## src/hw/rtl/bbcrr_pkg.sv

```systemverilog
// Shared types and codes of the block buffer claim unit.
`timescale 1ns / 1ps

package bbcrr_pkg;

	localparam logic MODE_CLAIM   = 1'b0;
	localparam logic MODE_RELEASE = 1'b1;

	typedef struct packed {
		logic        mode;
		logic [31:0] block_number;
		logic [4:0]  release_index;
	} request_t;

	typedef struct packed {
		logic [4:0] buffer_index;
		logic       hit;
		logic       forced_flush;
		logic       already_locked;
	} result_t;

	// Commands from the controller to the datapath.
	typedef struct packed {
		logic capture;  // register the request and the tag match vector
		logic commit;   // pick the entry, update state, register the result
	} dp_cmd_t;

endpackage

```

## src/hw/rtl/bbcrr_ctrl.sv

```systemverilog
// Controller of the block buffer claim unit: accept, commit and result strobe.
`timescale 1ns / 1ps

module bbcrr_ctrl (
	input  logic              clk,
	input  logic              arst_n,
	input  logic              start,
	output logic              busy,
	output logic              done,
	output bbcrr_pkg::dp_cmd_t cmd
);

	typedef enum logic {
		ST_IDLE,
		ST_COMMIT
	} state_t;

	state_t state_q;
	logic   busy_q;
	logic   done_q;

	assign busy        = busy_q;
	assign done        = done_q;
	assign cmd.capture = start && !busy_q;
	assign cmd.commit  = (state_q == ST_COMMIT);

	always_ff @(posedge clk or negedge arst_n) begin
		if (!arst_n) begin
			state_q <= ST_IDLE;
			busy_q  <= 1'b0;
			done_q  <= 1'b0;
		end else begin
			case (state_q)
				ST_IDLE: begin
					done_q <= 1'b0;
					if (start) begin
						state_q <= ST_COMMIT;
						busy_q  <= 1'b1;
					end
				end
				ST_COMMIT: begin
					// the result register loads at this edge; strobe it next cycle
					state_q <= ST_IDLE;
					busy_q  <= 1'b0;
					done_q  <= 1'b1;
				end
				default: begin
					state_q <= ST_IDLE;
					busy_q  <= 1'b0;
					done_q  <= 1'b0;
				end
			endcase
		end
	end

	a_accept_goes_busy: assert property (@(posedge clk) disable iff (!arst_n)
		start && !busy |=> busy)
		else $error("accepted request did not raise busy");

	a_commit_one_cycle: assert property (@(posedge clk) disable iff (!arst_n)
		busy |=> !busy && done)
		else $error("commit did not finish in one cycle with a result strobe");

	a_no_spurious_done: assert property (@(posedge clk) disable iff (!arst_n)
		!busy |=> !done)
		else $error("result strobe without a committed request");

	a_busy_matches_state: assert property (@(posedge clk) disable iff (!arst_n)
		busy == cmd.commit)
		else $error("busy flag out of step with commit state");

endmodule

```

## src/hw/rtl/bbcrr_datapath.sv

```systemverilog
// Datapath of the block buffer claim unit: tags, valid and lock bits, round-robin pick.
`timescale 1ns / 1ps

module bbcrr_datapath #(
	parameter int NUM_BUFFERS = 32
) (
	input  logic                clk,
	input  logic                arst_n,
	input  bbcrr_pkg::dp_cmd_t  cmd,
	input  bbcrr_pkg::request_t request,
	output bbcrr_pkg::result_t  result
);

	localparam int IDX_W = $clog2(NUM_BUFFERS);
	localparam logic [IDX_W:0] NUM_W = (IDX_W + 1)'(NUM_BUFFERS);

	logic [31:0]            tags_q [NUM_BUFFERS];
	logic [NUM_BUFFERS-1:0] valid_q;
	logic [NUM_BUFFERS-1:0] locked_q;
	logic [IDX_W-1:0]       next_pick_q;

	bbcrr_pkg::request_t    req_s1;
	logic [NUM_BUFFERS-1:0] match_s1;
	bbcrr_pkg::result_t     result_q;

	// commit-cycle decode
	logic                   is_release;
	logic [IDX_W-1:0]       rel_idx;
	logic                   rel_in_range;
	logic                   hit_found;
	logic [IDX_W-1:0]       hit_idx;
	logic                   any_free;
	logic [IDX_W-1:0]       pick_idx;
	logic [IDX_W-1:0]       pick_next;
	logic [IDX_W-1:0]       chosen;
	logic                   do_flush;
	logic                   do_retag;

	assign result = result_q;

	// Capture: compare every valid tag against the incoming block number.
	always_ff @(posedge clk) begin
		if (cmd.capture) begin
			req_s1 <= request;
			for (int i = 0; i < NUM_BUFFERS; i++) begin
				match_s1[i] <= valid_q[i] && (tags_q[i] == request.block_number);
			end
		end
	end

	always_comb begin
		logic [2*NUM_BUFFERS-1:0] free2;
		logic [NUM_BUFFERS-1:0]   rot;
		logic [IDX_W-1:0]         off;
		logic [IDX_W:0]           sum;
		logic [IDX_W:0]           nsum;

		is_release   = (req_s1.mode == bbcrr_pkg::MODE_RELEASE);
		rel_idx      = IDX_W'(req_s1.release_index);
		rel_in_range = (32'(req_s1.release_index) < NUM_BUFFERS);

		// highest matching index wins
		hit_found = |match_s1;
		hit_idx   = '0;
		for (int i = 0; i < NUM_BUFFERS; i++) begin
			if (match_s1[i]) hit_idx = IDX_W'(i);
		end

		// first unlocked entry at or after the pointer, wrapping around
		any_free = ~&locked_q;
		free2    = {~locked_q, ~locked_q} >> next_pick_q;
		rot      = free2[NUM_BUFFERS-1:0];
		off      = '0;
		for (int i = NUM_BUFFERS - 1; i >= 0; i--) begin
			if (rot[i]) off = IDX_W'(i);
		end
		sum = {1'b0, next_pick_q} + {1'b0, off};
		if (sum >= NUM_W) sum = sum - NUM_W;
		pick_idx = sum[IDX_W-1:0];
		nsum     = {1'b0, pick_idx} + (IDX_W + 1)'(1);
		if (nsum == NUM_W) nsum = '0;
		pick_next = nsum[IDX_W-1:0];

		do_flush = !is_release && !hit_found && !any_free;
		do_retag = !is_release && !hit_found;
		if (hit_found)     chosen = hit_idx;
		else if (any_free) chosen = pick_idx;
		else               chosen = '0;
	end

	// Tags: retag the chosen entry on a miss.
	always_ff @(posedge clk) begin
		if (cmd.commit && do_retag) begin
			tags_q[chosen] <= req_s1.block_number;
		end
	end

	always_ff @(posedge clk or negedge arst_n) begin
		if (!arst_n) begin
			valid_q     <= '0;
			locked_q    <= '0;
			next_pick_q <= '0;
		end else if (cmd.commit) begin
			if (is_release) begin
				if (rel_in_range) locked_q[rel_idx] <= 1'b0;
			end else if (do_flush) begin
				// every entry locked: drop them all and restart at entry 0
				valid_q     <= NUM_BUFFERS'(1);
				locked_q    <= NUM_BUFFERS'(1);
				next_pick_q <= IDX_W'(1);
			end else begin
				locked_q[chosen] <= 1'b1;
				if (!hit_found) begin
					valid_q[chosen] <= 1'b1;
					next_pick_q     <= pick_next;
				end
			end
		end
	end

	always_ff @(posedge clk) begin
		if (cmd.commit) begin
			if (is_release) begin
				result_q.buffer_index   <= req_s1.release_index;
				result_q.hit            <= 1'b0;
				result_q.forced_flush   <= 1'b0;
				result_q.already_locked <= 1'b0;
			end else begin
				result_q.buffer_index   <= 5'(chosen);
				result_q.hit            <= hit_found;
				result_q.forced_flush   <= do_flush;
				result_q.already_locked <= hit_found && locked_q[hit_idx];
			end
		end
	end

endmodule

```

## src/hw/rtl/block_buffer_claim_round_robin_unit.sv

```systemverilog
// Top level of the block buffer claim unit: controller plus datapath.
`timescale 1ns / 1ps

// Tag manager for a disk block buffer cache with round-robin replacement.
// Request channel: drive request and raise start; the transfer happens at a
// rising edge where start is high and busy is low. mode selects a claim of
// a buffer for block_number or a release of the entry release_index.
// Result channel: done is high for exactly one cycle while result holds the
// transfer (buffer_index, hit, forced_flush, already_locked); the receiver
// cannot stall it and must take it in that cycle.
// Each request passes a capture step and then a commit step. The capture step
// compares all tags in parallel and registers the match vector; the commit step
// runs the highest match and round-robin free-entry pick, updates tags, valid and
// lock bits and registers the result, which done then strobes. busy is high in
// the commit step only, so no new request is taken while one commits, yet a new
// request may transfer in the same cycle its predecessor's result is strobed,
// and it sees the updated state.
// Reset (arst_n low): all entries invalid and unlocked, pointer at 0, no
// result pending. No clearing pass is needed; requests are taken at once.
module block_buffer_claim_round_robin_unit #(
	parameter int NUM_BUFFERS = 32
) (
	input  logic                clk,
	input  logic                arst_n,
	input  logic                start,
	input  bbcrr_pkg::request_t request,
	output logic                busy,
	output logic                done,
	output bbcrr_pkg::result_t  result
);

	bbcrr_pkg::dp_cmd_t cmd;

	// Sequence the capture and commit steps of each request.
	bbcrr_ctrl u_ctrl (
		.clk    (clk),
		.arst_n (arst_n),
		.start  (start),
		.busy   (busy),
		.done   (done),
		.cmd    (cmd)
	);

	// Hold the cache state and compute each result.
	bbcrr_datapath #(
		.NUM_BUFFERS (NUM_BUFFERS)
	) u_datapath (
		.clk     (clk),
		.arst_n  (arst_n),
		.cmd     (cmd),
		.request (request),
		.result  (result)
	);

endmodule

```

## config.mk

```make
export PLATFORM = sky130hd
export DESIGN_NAME = block_buffer_claim_round_robin_unit
export DESIGN_NICKNAME = d
export VERILOG_FILES = /design/src/hw/rtl/bbcrr_pkg.sv /design/src/hw/rtl/bbcrr_ctrl.sv /design/src/hw/rtl/bbcrr_datapath.sv /design/src/hw/rtl/block_buffer_claim_round_robin_unit.sv
export SDC_FILE = /design/constraint.sdc
export NUM_CORES = 2
export LEC_CHECK = 0
export ABC_AREA = 1
export BUFFER_PORTS_ARGS = -buffer_cell sky130_fd_sc_hd__buf_2
export CAP_MARGIN = 20
export CELL_PAD_IN_SITES_DETAIL_PLACEMENT = 1
export CELL_PAD_IN_SITES_GLOBAL_PLACEMENT = 2
export CORE_MARGIN = 2
export CORE_UTILIZATION = 47
export DETAILED_ROUTE_END_ITERATION = 10
export PLACE_DENSITY_LB_ADDON = 0.1
export SYNTH_ARGS = -nofsm -noshare
export SYNTH_HDL_FRONTEND = slang
export SYNTH_SLANG_ARGS = --single-unit
```

## constraint.sdc

```tcl
create_clock -name clk -period 11.15 [get_ports clk]
set_clock_uncertainty 0.2 [all_clocks]
set_input_delay 1.115 -clock clk [delete_from_list [all_inputs] [get_ports clk]]
set_output_delay 1.115 -clock clk [all_outputs]
set_load 0.05 [all_outputs]
```

* After elaboration in Yosys (flattened, before gate mapping)
Memories as Yosys holds them, arrays and structs flattened.
Index checks and enable logic that the tools add are counted.
** Cells by class
- Add/subtract/negate cells :: 3
- Order comparisons :: 6
- Equal/unequal tests :: 35
- Shift-type cells :: 1
- Muxes and demuxes :: 87
- Bitwise logic cells :: 7
- Reduce and logical (&&, ||, !) cells :: 45
** Operator list (count)
- $eq 32x32->1 :: 32
- $mux 5 :: 68
- $mux 32 :: 4
- $not 32->32 :: 2
- $or 32x32->32 :: 2
- $shr 64x5->32 :: 1
- $logic_and 1x1->1 :: 39
- $and 32x32->32 :: 1
- $reduce_and 32->1 :: 1
- $reduce_or 32->1 :: 1
- $lt 5x6->1 const B :: 3
- $demux 1 s5 :: 2
- $ge 5x1->1 const B :: 2
- $mux 1 :: 8
- $mux 8 :: 1
- $add 5x1->6 const B :: 1
- $add 5x5->6 :: 1
- $eq 6x6->1 const B :: 1
- $ge 6x6->1 const B :: 1
- $pmux 1 s2 :: 3
- $bmux 1 s5 :: 1
- $sub 5x1->5 const B :: 1
- $ne 2x2->1 const B :: 2
- $logic_not 1->1 :: 3
- other kinds (2) :: 3
** Storage, ports and cells
- Bits in registers :: 150
- Bits in writable memories :: 1024
- Input port bits :: 41
- Output and inout port bits :: 10
- Memories kept :: 1
** Memory list
- u_datapath.tags_q :: words 32, width 32, read ports 32, clocked after Yosys merged registers in 0, wr ports 1, RTL line bbcrr_datapath.sv:17 : logic [31:0] tags_q [NUM_BUFFERS];

* Depth between registers and ports, before layout
- Depth in word-level cells :: 46
- Gate-level depth with buffers :: 55

* Modules after synthesis
A second synthesis with hierarchy kept.
** Second synthesis, totals
- Cell total of the unflattened synthesis :: 4464
- Area total of the unflattened synthesis :: 52688.0 µm²
** Modules (own cells, without submodules)
- bbcrr_datapath :: times used 1, cells an instance 4453, area an instance 52579.2 µm², sequential area each 34818.4 µm²
- bbcrr_ctrl :: times used 1, cells an instance 11, area an instance 108.9 µm², sequential area each 75.1 µm²

* Worst setup path before layout
OpenSTA, ideal clock, no wires.
- Kind :: register -> register
- Start :: register u_datapath.next_pick_q[1]
- End :: memory u_datapath.tags_q[16][0], enable pin
- Library setup time :: 0.422 ns
- Arrival time :: 5.737 ns
- Path slack :: 4.790 ns
- Stages on the path, launching flop included :: 51
- Path buffers :: 2
- Period minus slack after synthesis :: 6.360 ns
- Cells stage by stage :: dfrtp_1 > buf_2 > inv_2 > buf_2 > nand3_1 > nand3_1 > nand3_1 > nand3_1 > nand2_1 > nand2_1 > nand2_1 > nand2_1 > nand2_1 > nand2_1 > nand2_1 > nand2_1 > nand2_1 > nand2_1 > (+15 left out) > nand2_1 > nand2_1 > nand2_1 > nand2_1 > nand2_1 > a21oi_1 > ha_1 > fa_1 > a21oi_1 > nor2_1 > nor2_1 > xor2_1 > xor2_2 > o21ai_4 > nand2_1 > nor2_2 > nand2_1 > nor2_1
** Between the ends
- Longest elaborated chain between the ends :: 38
- Elaborated cells on any way between the ends :: 39
** RTL lines
- from (decl) :: RTL line bbcrr_datapath.sv:20 : logic [IDX_W-1:0] next_pick_q;
- from (signal assigned) :: RTL line bbcrr_datapath.sv:115 : next_pick_q <= pick_next;
- $shr 64x5->32 :: RTL line bbcrr_datapath.sv:71 : free2 = {~locked_q, ~locked_q} >> next_pick_q;
- $mux 5 (32 in series) :: RTL line bbcrr_datapath.sv:75 : if (rot[i]) off = IDX_W'(i);
- $add 5x5->6 (*) :: RTL line bbcrr_datapath.sv:77 : sum = {1'b0, next_pick_q} + {1'b0, off};
- $sub 5x1->5 / $ge 6x6->1 (equally long branches) :: RTL line bbcrr_datapath.sv:78 : if (sum >= NUM_W) sum = sum - NUM_W;
- $mux 5 (*) :: RTL line bbcrr_datapath.sv:78
- $mux 5 (*) :: RTL line bbcrr_datapath.sv:87 : else if (any_free) chosen = pick_idx;
- $mux 5 (*) :: RTL line bbcrr_datapath.sv:86 : if (hit_found) chosen = hit_idx;
- to (decl) :: RTL line bbcrr_datapath.sv:17
Every way passes the cells marked *; elsewhere a longest branch is shown, timed or not.

* Worst setup path after layout
- Start :: register u_datapath.next_pick_q[2]
- End :: memory u_datapath.tags_q[16][30], enable pin
The elaborated chain is that of the path after synthesis.

==> metrics.txt <==
status=finished, final reports clean; DIE AREA=0.115 mm²; WP data required=11320 ps; worst flop-to-flop path endpoint=u_datapath.tags_q[16][30]; flip-flop and latch count after synthesis=1174; chip width=339 µm; area leader, netlist=edfxtp_1; CP Capture Type=flop; grt ovf=0; Post-CTS Hold Buffers=0; pin count of the biggest net entering global routing=54; family with the most delay on the worst path=simple AND/OR/NAND/NOR gates; final net count=4620; placed insts=5929; worst skew pair latency=760 ps; GP Congestion=0.970; final wirelength=227 mm; TNS Setup=0 ps; CTS max path bufs=3; crit-path max FO=37; Worst-Margin Slew=1230 ps; FF-to-FF path depth=49; most frequent CP cell=nand2_1; Pwr Total=10.4 mW; sequential area share after synthesis=66.3%; post-route cell area=0.0593 mm²; Yosys Warn Count=0; Lkg Pwr=20.5 nW; worst setup path endpoint=u_datapath.tags_q[16][30]; Period minus WS final=7470 ps; Yosys top cell area share=62.9%; GR Util All Layers=39.1%; post-place setup slack=3770 ps; DP Wirelength=135 mm; # resized after CTS=0; fin crit share=67.0%; Synth Flop Type=edfxtp_1; final hold violations=0; proportion of layout cells with a drive suffix above 1=13.0%; worst reg2reg path startpoint=u_datapath.next_pick_q[2]; critical path class=reg2reg; # DRC=0; pwr dens=175 mW/mm²; Vias=40895; 1st-pass router iterations=6; initial DRC count=5953; initial antenna violation count=25; Slew Limit Fails=0; post-synthesis net count=4551; worst reg2reg setup slack=3680 ps; routed vias/inst=6.62; Setup violations, final=0; post-CTS setup buffers=0; critical path's largest stage delay=840 ps; number of H-tree levels=4; post-synth cell types=59; Mapped Cells=4504; Post-synth ARST share=6.13%; Cell Rows=122; vias in the first global route=40130; DRT antenna net count=0; crit path from=u_datapath.next_pick_q[2]; Synth Cell Area=0.0526 mm²; Worst Setup Start Kind=flop; post-route setup slack=3680 ps; Hold/Removal Path Class=in2async; Area growth syn-to-layout=12.7%; final hold slack=265 ps; clock tree root buffer cell=clkbuf_16; WL/cell=36.7 µm; Crit path buffers/inverters=4; WP data arrival=7650 ps; top achievable clock speed=134 MHz; area post-placement=0.0549 mm²; I/O pin total=51; maximum vdd ir drop=141 µV; CTS tree=done; global-route wire length before repair=312 mm; Final Util=53.5%; Die Y=339 µm; Crit path depth=49; RSZ-0062 raised after global routing=false; starting density of the core=47.5%; largest cells by area after synthesis=edfxtp_1 (63%), nand2_1 (6.3%), dfrtp_1 (3.4%); clock buffer count from CTS=130; core region area=0.111 mm²; max-cap violations=0; syn_area_per_cell=11.7 µm²; Slowest-stage cell, CP=nor2_4; clock slew at reported path FFs=50 ps; fin cells=6182; port buffer count=50; EDFF count, synth=1102; Slew Limit Headroom=18.1%; # clock sinks=1174
==> cells in the mapped netlist (45+ instances only) <==
cell type  instances
xor2_1           119
a221oi_1         107
a21oi_1           80
nor2_1           171
nand4_1           48
o21ai_0          279
edfxtp_1        1102
dfrtp_1           72
or2_2            141
nand3_1          237
o22ai_1          171
inv_1            224
nand2_1          887
clkbuf_1         169
xnor2_1          131
nor4_1           103
buf_1             45
a22o_1            83
==> layer usage <==
metal  part of all wire (%)  global-route usage [%]  vias up
met2                     46                    62.2     2619
met4                    5.2                    18.0        0
met5                      0                       0        -
met3                     11                    7.62      560
met1                     38                    52.1    21019
li1                       -                       -    16697
==> power by group <==
part	total (mW)	switching, mW	internal [mW]
sequential	4.97	0.108	4.86
clock	4.45	1.84	2.61
combinational	0.968	0.743	0.225
==> flip-flops by register name, indices dropped and copies added (netlist names), 5 cells and up <==
name and flops:
u_datapath.req_s1 32, u_datapath.valid_q 32, u_datapath.match_s1 32, u_datapath.result 8
u_datapath.next_pick_q 5, u_datapath.tags_q 1024, u_datapath.locked_q 32, u_datapath.rel_idx 5
==> logic make-up (layout without fill, tap and decap cells) <==
| group | count (synthesis) | count (layout) | share of synthesized area, % |
|---|---|---|---|
| AOI/OAI and AO/OA | 902 | 902 | 11.3 |
| other | 0 | 15 | 0 |
| xor gates and xnor gates | 251 | 251 | 4.19 |
| and+or+nand+nor | 1679 | 1679 | 14.5 |
| DFF | 1174 | 1174 | 66.3 |
| buffers and inverters | 492 | 667 | 3.64 |
| adders and majority gates | 6 | 6 | 0.157 |
==> layout by cell type (no fill, tap or decap), types with 38 or more instances in the layout <==
| cell | synthesis | final |
|---|---|---|
| nor4_1 | 103 | 103 |
| buf_4 | 5 | 125 |
| nand3_1 | 237 | 237 |
| xor2_1 | 119 | 119 |
| o22ai_1 | 171 | 171 |
| a22o_1 | 83 | 83 |
| nand4_1 | 48 | 48 |
| or2_2 | 141 | 141 |
| inv_1 | 224 | 210 |
| dfrtp_1 | 72 | 72 |
| a221oi_1 | 107 | 107 |
| nand2_1 | 887 | 887 |
| clkbuf_16 | 0 | 135 |
| a21oi_1 | 80 | 80 |
| o21ai_0 | 279 | 279 |
| buf_2 | 14 | 49 |
| edfxtp_1 | 1102 | 1102 |
| nor2_1 | 171 | 151 |
| inv_2 | 24 | 38 |
| xnor2_1 | 131 | 131 |
==> how the worst min path moves through the flow <==
stage                               start                     end  slack [ps]  depth (start not counted)
global route                       arst_n   u_datapath.valid_q[6]         260                          1
floorplan           u_datapath.valid_q[0]   u_datapath.valid_q[0]         230                          1
detailed placement  u_datapath.valid_q[0]   u_datapath.valid_q[0]         270                          1
global placement    u_datapath.valid_q[0]   u_datapath.valid_q[0]         260                          1
CTS                                arst_n   u_datapath.valid_q[6]         250                          1
finish                             arst_n  u_datapath.valid_q[16]         260                          1
==> layout make-up <==
class                      count  area (µm²)
sequential                  1174       34900
inverter                     255         963
tap                         1488        1860
timing repair buffer         174        1180
multi-input combinational   2838       16000
clock inverter                65         723
fill                       11333       51500
antenna                       15        37.5
clock buffer                 173        3640
Note: power is estimated with default switching activity, not from simulation.
